<file path="config.mk">
export PLATFORM = sky130hd
export DESIGN_NAME = amicable_pair_check_core_flat
export DESIGN_NICKNAME = d
export VERILOG_FILES = /design/src/rtl/core/apc_pkg.sv /design/src/rtl/core/apc_if.sv /design/src/rtl/core/apc_divider.sv /design/src/rtl/core/amicable_pair_check_core.sv /design/src/flat_wrapper.sv
export SDC_FILE = /design/constraint.sdc
export NUM_CORES = 1
export LEC_CHECK = 0
export ABC_AREA = 1
export BUFFER_PORTS_ARGS = -buffer_cell sky130_fd_sc_hd__buf_2
export CAP_MARGIN = 20
export CELL_PAD_IN_SITES_DETAIL_PLACEMENT = 0
export CELL_PAD_IN_SITES_GLOBAL_PLACEMENT = 2
export CORE_UTILIZATION = 42
export CTS_CLUSTER_DIAMETER = 200
export DETAILED_ROUTE_END_ITERATION = 8
export PLACE_DENSITY_LB_ADDON = 0.05
export SLEW_MARGIN = 20
export SYNTH_ARGS = -nofsm -noshare
export SYNTH_HDL_FRONTEND = slang
export SYNTH_SLANG_ARGS = --single-unit
</file>
<file path="constraint.sdc">
create_clock -name clk -period 11.8 [get_ports clk]
set_input_delay 0 -clock clk [delete_from_list [all_inputs] [get_ports clk]]
set_output_delay 0 -clock clk [all_outputs]
set_load 0.05 [all_outputs]
</file>
<file path="src/rtl/core/apc_pkg.sv">
// Package: shared constants, sequencer state type and divider status word.
package apc_pkg;

    // Default width of the candidate number
    localparam int NUMBER_WIDTH_DEFAULT = 20;

    // Width of the partner field and its saturation value
    localparam int PARTNER_WIDTH = 22;
    localparam logic [PARTNER_WIDTH-1:0] PARTNER_MAX = {PARTNER_WIDTH{1'b1}};

    // Headroom of the divisor sums over the number width
    localparam int SUM_HEADROOM = 3;

    // Sequencer states
    typedef enum logic [2:0] {
        ST_IDLE,
        ST_SETUP,
        ST_DIV_START,
        ST_DIV_WAIT,
        ST_PASS_END,
        ST_DONE
    } apc_state_t;

    // Status of the shared divider
    typedef struct packed {
        logic busy;
        logic done;
    } apc_div_status_t;

endpackage

</file>
<file path="src/rtl/core/apc_if.sv">
// Channel interfaces: candidate word in, result word out.
interface apc_cand_if #(
    parameter int NUMBER_WIDTH = apc_pkg::NUMBER_WIDTH_DEFAULT
);
    logic                    valid;
    logic                    ready;
    logic [NUMBER_WIDTH-1:0] candidate;

    modport source (output valid, output candidate, input ready);
    modport sink   (input valid, input candidate, output ready);
endinterface

interface apc_res_if;
    import apc_pkg::*;

    logic                     valid;
    logic                     ready;
    logic [PARTNER_WIDTH-1:0] partner;
    logic                     is_pair;

    modport source (output valid, output partner, output is_pair, input ready);
    modport sink   (input valid, input partner, input is_pair, output ready);
endinterface

</file>
<file path="src/rtl/core/apc_divider.sv">
// Restoring divider: one quotient bit per cycle, quotient and remainder held after done.
module apc_divider #(
    parameter int OPW = 23
) (
    input  logic                     clk,
    input  logic                     rst_n,
    input  logic                     start,
    input  logic [OPW-1:0]           dividend,
    input  logic [OPW-1:0]           divisor,
    output apc_pkg::apc_div_status_t status,
    output logic [OPW-1:0]           quotient,
    output logic [OPW-1:0]           remainder
);
    import apc_pkg::*;

    localparam int CW = $clog2(OPW + 1);

    logic [OPW-1:0] rem_reg, rem_next;
    logic [OPW-1:0] quo_reg, quo_next;
    logic [OPW-1:0] dsr_reg, dsr_next;
    logic [CW-1:0]  cnt_reg, cnt_next;
    logic           busy_reg, busy_next;
    logic           done_reg, done_next;
    logic [OPW:0]   trial;
    logic           fits;

    // Shift in the next dividend bit and trial-subtract the divisor
    always_comb
    begin
        trial = {rem_reg, quo_reg[OPW-1]};
        fits  = (trial >= {1'b0, dsr_reg});
    end

    // Advance one step per cycle while busy
    always_comb
    begin
        rem_next  = rem_reg;
        quo_next  = quo_reg;
        dsr_next  = dsr_reg;
        cnt_next  = cnt_reg;
        busy_next = busy_reg;
        done_next = 1'b0;
        if (start)
        begin
            rem_next  = '0;
            quo_next  = dividend;
            dsr_next  = divisor;
            cnt_next  = CW'(OPW);
            busy_next = 1'b1;
        end
        else if (busy_reg)
        begin
            if (fits)
            begin
                rem_next = trial[OPW-1:0] - dsr_reg;
            end
            else
            begin
                rem_next = trial[OPW-1:0];
            end
            quo_next = {quo_reg[OPW-2:0], fits};
            cnt_next = cnt_reg - CW'(1);
            if (cnt_reg == CW'(1))
            begin
                busy_next = 1'b0;
                done_next = 1'b1;
            end
        end
    end

    // Hold control state under reset
    always_ff @(posedge clk or negedge rst_n)
    begin
        if (!rst_n)
        begin
            busy_reg <= 1'b0;
            done_reg <= 1'b0;
            cnt_reg  <= '0;
        end
        else
        begin
            busy_reg <= busy_next;
            done_reg <= done_next;
            cnt_reg  <= cnt_next;
        end
    end

    // Datapath registers
    always_ff @(posedge clk)
    begin
        rem_reg <= rem_next;
        quo_reg <= quo_next;
        dsr_reg <= dsr_next;
    end

    assign status.busy = busy_reg;
    assign status.done = done_reg;
    assign quotient    = quo_reg;
    assign remainder   = rem_reg;

endmodule

</file>
<file path="src/rtl/core/amicable_pair_check_core.sv">
// Top level: amicable pair test by aliquot sum, trial division on one shared divider.
//
//   channel  role   fields                   word
//   -------  -----  -----------------------  -------------------------
//   cand     sink   candidate[NW-1:0]        one number a per word
//   res      source partner[21:0], is_pair   one result word per input
//
// Each divisor trial starts the shared bit-serial divider, waits for its done
// and adds i and n / i on a zero remainder; a word runs trials up to isqrt(a),
// and up to isqrt(b) in a second pass when b exceeds a; none for a below 2.
// cand.ready is high only while the sequencer is idle; the result sits in an
// output register, so the next word is taken while a result waits.
// Reset is asynchronous, active low, and clears the sequencer and res.valid.
module amicable_pair_check_core #(
    parameter int NUMBER_WIDTH = apc_pkg::NUMBER_WIDTH_DEFAULT
) (
    input  logic     clk,
    input  logic     rst_n,
    apc_cand_if.sink cand,
    apc_res_if.source res
);
    import apc_pkg::*;

    localparam int NW = NUMBER_WIDTH;
    localparam int BW = NW + SUM_HEADROOM;
    localparam int AW = BW + SUM_HEADROOM;
    localparam int XW = (AW > PARTNER_WIDTH) ? AW : PARTNER_WIDTH;

    apc_state_t state_reg, state_next;

    logic [NW-1:0]            a_reg, a_next;
    logic [BW-1:0]            n_reg, n_next;
    logic [BW-1:0]            i_reg, i_next;
    logic [AW-1:0]            sum_reg, sum_next;
    logic                     pass_reg, pass_next;
    logic [PARTNER_WIDTH-1:0] partner_reg, partner_next;
    logic                     pair_reg, pair_next;
    logic                     out_valid_reg, out_valid_next;
    logic [PARTNER_WIDTH-1:0] res_partner_reg, res_partner_next;
    logic                     res_pair_reg, res_pair_next;

    logic                     div_start;
    apc_div_status_t          div_status;
    logic [BW-1:0]            div_quo;
    logic [BW-1:0]            div_rem;

    logic                     trial_stop;
    logic [AW-1:0]            term_q;
    logic [XW-1:0]            sum_ext;
    logic                     out_free;

    // Shared divider: n / i for every trial divisor
    apc_divider #(
        .OPW(BW)
    ) u_div (
        .clk      (clk),
        .rst_n    (rst_n),
        .start    (div_start),
        .dividend (n_reg),
        .divisor  (i_reg),
        .status   (div_status),
        .quotient (div_quo),
        .remainder(div_rem)
    );

    // Stop once i exceeds n / i; pair divisor q counts only when distinct
    always_comb
    begin
        trial_stop = (div_quo < i_reg);
        term_q     = (div_quo != i_reg) ? AW'(div_quo) : '0;
        sum_ext    = XW'(sum_reg);
        out_free   = !out_valid_reg || res.ready;
    end

    // Next state
    always_comb
    begin
        state_next = state_reg;
        unique case (state_reg)
            ST_IDLE:
            begin
                if (cand.valid)
                begin
                    state_next = ST_SETUP;
                end
            end
            ST_SETUP:
            begin
                if (n_reg < BW'(2))
                begin
                    state_next = ST_PASS_END;
                end
                else
                begin
                    state_next = ST_DIV_START;
                end
            end
            ST_DIV_START:
            begin
                state_next = ST_DIV_WAIT;
            end
            ST_DIV_WAIT:
            begin
                if (div_status.done)
                begin
                    state_next = trial_stop ? ST_PASS_END : ST_DIV_START;
                end
            end
            ST_PASS_END:
            begin
                if (!pass_reg && (AW'(a_reg) < sum_reg))
                begin
                    state_next = ST_SETUP;
                end
                else
                begin
                    state_next = ST_DONE;
                end
            end
            ST_DONE:
            begin
                if (out_free)
                begin
                    state_next = ST_IDLE;
                end
            end
            default:
            begin
                state_next = ST_IDLE;
            end
        endcase
    end

    // Outputs and datapath
    always_comb
    begin
        a_next           = a_reg;
        n_next           = n_reg;
        i_next           = i_reg;
        sum_next         = sum_reg;
        pass_next        = pass_reg;
        partner_next     = partner_reg;
        pair_next        = pair_reg;
        res_partner_next = res_partner_reg;
        res_pair_next    = res_pair_reg;
        out_valid_next   = out_valid_reg && !res.ready;
        div_start        = 1'b0;
        cand.ready       = 1'b0;
        unique case (state_reg)
            ST_IDLE:
            begin
                cand.ready = 1'b1;
                a_next     = cand.candidate;
                n_next     = BW'(cand.candidate);
                pass_next  = 1'b0;
            end
            ST_SETUP:
            begin
                i_next = BW'(2);
                if (n_reg < BW'(2))
                begin
                    sum_next = '0;
                end
                else
                begin
                    sum_next = AW'(1);
                end
            end
            ST_DIV_START:
            begin
                div_start = 1'b1;
            end
            ST_DIV_WAIT:
            begin
                if (div_status.done && !trial_stop)
                begin
                    if (div_rem == '0)
                    begin
                        sum_next = sum_reg + AW'(i_reg) + term_q;
                    end
                    i_next = i_reg + BW'(1);
                end
            end
            ST_PASS_END:
            begin
                if (!pass_reg)
                begin
                    // Saturate the partner field; keep the sum, cut to BW bits, for pass two
                    if (sum_ext > XW'(PARTNER_MAX))
                    begin
                        partner_next = PARTNER_MAX;
                    end
                    else
                    begin
                        partner_next = sum_ext[PARTNER_WIDTH-1:0];
                    end
                    pair_next = 1'b0;
                    n_next    = sum_reg[BW-1:0];
                    pass_next = 1'b1;
                end
                else
                begin
                    pair_next = (sum_reg == AW'(a_reg));
                end
            end
            ST_DONE:
            begin
                if (out_free)
                begin
                    res_partner_next = partner_reg;
                    res_pair_next    = pair_reg;
                    out_valid_next   = 1'b1;
                end
            end
            default:
            begin
                cand.ready = 1'b0;
            end
        endcase
    end

    // Control registers
    always_ff @(posedge clk or negedge rst_n)
    begin
        if (!rst_n)
        begin
            state_reg     <= ST_IDLE;
            out_valid_reg <= 1'b0;
            pass_reg      <= 1'b0;
        end
        else
        begin
            state_reg     <= state_next;
            out_valid_reg <= out_valid_next;
            pass_reg      <= pass_next;
        end
    end

    // Payload registers
    always_ff @(posedge clk)
    begin
        a_reg           <= a_next;
        n_reg           <= n_next;
        i_reg           <= i_next;
        sum_reg         <= sum_next;
        partner_reg     <= partner_next;
        pair_reg        <= pair_next;
        res_partner_reg <= res_partner_next;
        res_pair_reg    <= res_pair_next;
    end

    assign res.valid   = out_valid_reg;
    assign res.partner = res_partner_reg;
    assign res.is_pair = res_pair_reg;

endmodule

</file>
<file path="src/flat_wrapper.sv">
// flat-port wrapper written by rule: the top's interface ports become plain ports
module amicable_pair_check_core_flat import apc_pkg::*;
#(
    parameter int NUMBER_WIDTH = apc_pkg::NUMBER_WIDTH_DEFAULT
)
  (clk, rst_n, cand_valid, cand_candidate, cand_ready, res_valid, res_partner, res_is_pair, res_ready);
  apc_cand_if #(.NUMBER_WIDTH(NUMBER_WIDTH)) cand_i ();
  apc_res_if res_i ();
  input  logic clk;
  input  logic rst_n;
  input wire logic [$bits(cand_i.valid)-1:0] cand_valid;
  input wire logic [$bits(cand_i.candidate)-1:0] cand_candidate;
  output wire logic [$bits(cand_i.ready)-1:0] cand_ready;
  output wire logic [$bits(res_i.valid)-1:0] res_valid;
  output wire logic [$bits(res_i.partner)-1:0] res_partner;
  output wire logic [$bits(res_i.is_pair)-1:0] res_is_pair;
  input wire logic [$bits(res_i.ready)-1:0] res_ready;
  assign cand_i.valid = cand_valid;
  assign cand_i.candidate = cand_candidate;
  assign cand_ready = cand_i.ready;
  assign res_valid = res_i.valid;
  assign res_partner = res_i.partner;
  assign res_is_pair = res_i.is_pair;
  assign res_i.ready = res_ready;
  amicable_pair_check_core #(.NUMBER_WIDTH(NUMBER_WIDTH)) u_core (.clk(clk), .rst_n(rst_n), .cand(cand_i), .res(res_i));
endmodule
</file>
==> impl_results.md <==
- Run status: complete, no violations
- Final hold violation count: 0
- Pins Over Slew Limit: 0
- Root buffer cell: clkbuf_16
- Ys Warns: 0
- Vias: 10.9k
- Max FFs per register: 26
- Row Count: 65
- Final Wtd Congestion: 0.905
- Period Utilization, post-route: 39.5%
- Most used cell, CP: nand2_1
- Top cells by count, synth: 473 x nand2_1, 232 x inv_1, 184 x edfxtp_1
- Max Cap Viol: 0
- TritonCTS clock tree: built
- Skew-Pair Late Insertion Delay: 560 ps
- DR iter-0 viols: 685
- Skew final: 21.2 ps
- Worst Setup End Kind: flip-flop
- Drt pass-1 iters: 7
- Crit path from: u_core.i_reg[18]
- Layout cells sized above 1: 8.11%
- GR Overflow Total: 0
- EDFF count, synth: 184
- Post-synthesis sequential area ratio: 46.2%
- Synth Area in XOR/XNOR: 1.16%
- FF-to-FF Start: u_core.i_reg[18]
- Compound-Gate Fraction of Synth Area: 7.45%
- Simple logic cell fraction of the synthesized area: 25.4%
- Hold Crit Class: primary input to flip-flop
- Number of antenna diodes: 0
- Critical path buffers and inverters: 1
- Tmin final: 4660 ps
- Port Buffers: 48
- Initial antenna violation count: 0
- Synth area leader: edfxtp_1
- Number of H-tree levels: 1
- Post-Syn Instances: 1635
- CP arrival: 4960 ps
- Worst path max stage delay: 520 ps
- Core outline area: 31700 sq um
- Cell Chain, Critical Path: inv_1 -> ha_1 -> nand2_1 -> nor4_1 -> nand2_1 -> nor4_4 -> nor2_1 -> fa_1 -> ha_1 -> fa_1 -> nand2_1 -> nand2_1 -> o21ai_0 -> o21ai_0 -> nand3_1 -> nand3_1 -> nand2_1 -> nand2_1 -> nor2_1
- Least-Margin Pin Slew: 955 ps
- Max FO, Critical Path: 9
- Adder-cell share of the synthesized area: 12.2%
- Nets@finish: 1859
- Die Ht: 182 um
- Dominant cells by area after synthesis: edfxtp_1 41%, nand2_1 13%, ha_1 8.5%
- Vias per cell: 5.10
- Synth async-reset ratio: 5.48%
- Post-detail-place hpwl: 31100 um
- CTS resizes: 0
- Relative slew slack: 36.2%
- Post-synth top flop: edfxtp_1
- Area share of the leading cell type in the synthesized netlist: 40.6%
- Yosys cell types: 43
- WL/cell: 18.6 um
- GRT Util Overall: 25.1%
- Vias in the first global route: 11.2k
- Multiplexer area fraction after synthesis: 0%
- DRT antenna net count: 0
- Crit path kind: flip-flop to flip-flop
- Initial core utilization: 42.9%
- Top-count cell post-synth: nand2_1
- Post-Route Setup TNS: 0 ps
- Global-route wire length before repair: 63200 um
- Worst Path Required: 12100 ps
- # clock sinks: 219
- Highest clock rate: 215 MHz
- Critical Path Source Type: flip-flop
- Die area: 33100 sq um
- Worst-path clk slew: 60 ps
- Syn_nets: 1776
- Yosys reg bits: 219
- P&R area growth vs syn: 14.0%
- CP max stage cell: fa_1
- RSZ-0062 raised after global routing: no
- Syn_area_per_cell: 8.31 sq um
- DRT Wirelength: 39900 um
- CTS Buf Count: 26
- Top-level I/O count: 49
- Residual DRC count: 0
- Min-delay src: cand_candidate[5]
- Largest net degree at the start of global routing: 69
- Synthesized area: 13600 sq um
- # setup viols final: 0
- CTS max path bufs: 3
- Largest family of logic cells by synthesized area: simple AND/OR/NAND/NOR gates
- Die Width: 182 um
- Kind of cell adding the most delay to the critical path: simple AND/OR/NAND/NOR gates
==> metrics by stage <==
| stage | setup WS, ps | hold WS, ps | utilization [%] | cells | instance area [sq um] |
|---|---|---|---|---|---|
| floorplan | 7830 | -296 | - | 1635 | 13600 |
| global placement | 6840 | -93.8 | 45.0 | 2066 | 14300 |
| detailed placement | 7230 | -90.1 | 45.1 | 2068 | 14300 |
| CTS | 7220 | 150 | 48.8 | 2140 | 15500 |
| global route | 6620 | 179 | 48.8 | 2140 | 15500 |
| finish | 7140 | 175 | 48.8 | 2140 | 15500 |
==> cell families (layout without fill, tap and decap cells) <==
group                    Yosys count  after routing
XOR/XNOR                          18             18
flip-flops                       219            219
buffers and inverters            263            366
AND/OR/NAND/NOR                  827            827
AO/OA/AOI/OAI                    191            191
adder cells (fa/ha/maj)          117            117
==> worst paths after layout <==
kind                                           end  slack [ps]  cells past startpoint
max reg2reg                     u_core.sum_ext[23]        7140                     19
min in group asynchronous    u_core.u_div.done_reg         510                      3
min                                u_core.a_reg[5]         170                      2
max in group asynchronous  u_core.u_div.cnt_reg[0]       10900                      3
max                             u_core.sum_ext[23]        7140                     19
min reg2reg                 u_core.res.partner[18]         420                      0
==> worst register-to-register path: stages (launching register included) <==
cell and delay [ps]:
edfxtp_1 480, inv_1 110, ha_1 310, nand2_1 100, nor4_1 290, nand2_1 130, nor4_4 500, nor2_1 120
fa_1 520, ha_1 240, fa_1 300, nand2_1 90, nand2_1 70, o21ai_0 210, o21ai_0 510, nand3_1 140
nand3_1 140, nand2_1 60, nand2_1 50, nor2_1 40
==> what timing repair did <==
| action | 4_1_cts | 5_1_grt |
|---|---|---|
| setup buffers | 0 | 0 |
| setup endpoints to repair | 0 | 0 |
| hold endpoints to repair | 56 | 0 |
| hold buffers | 24 | 0 |
==> layout by cell type (no fill, tap or decap), types with 24 or more instances in the layout <==
cell,n
fa_1,25
nor3_1,28
a21oi_1,81
clkbuf_16,26
dlygate4sd3_1,24
o21ai_0,83
nand3_1,70
edfxtp_1,184
ha_1,92
buf_2,48
nor2_1,178
inv_1,232
nand2_1,473
==> layout make-up <==
class,count,area (sq um)
multi-input cells,1153,6320
flip-flops and latches,219,6290
inverters,237,890
clock buffers,31,669
fillers,3148,16200
well taps,402,503
repair buffers,81,559
clock inverters,17,264
==> routing by layer <==
metal  wire length, um  share of wire, %  vias to the layer above  track usage, %
met1             17900                45                     5086            33.1
met3              1650               4.1                       56            2.75
met5                 0                 0                        -               0
met2             19100                48                      237            43.0
met4              1270               3.2                        0            8.20
li1                  -                 -                     5528               -
Power is not shown: default switching activity piles up to over one toggle a cycle in this logic, so the estimate is an artifact.
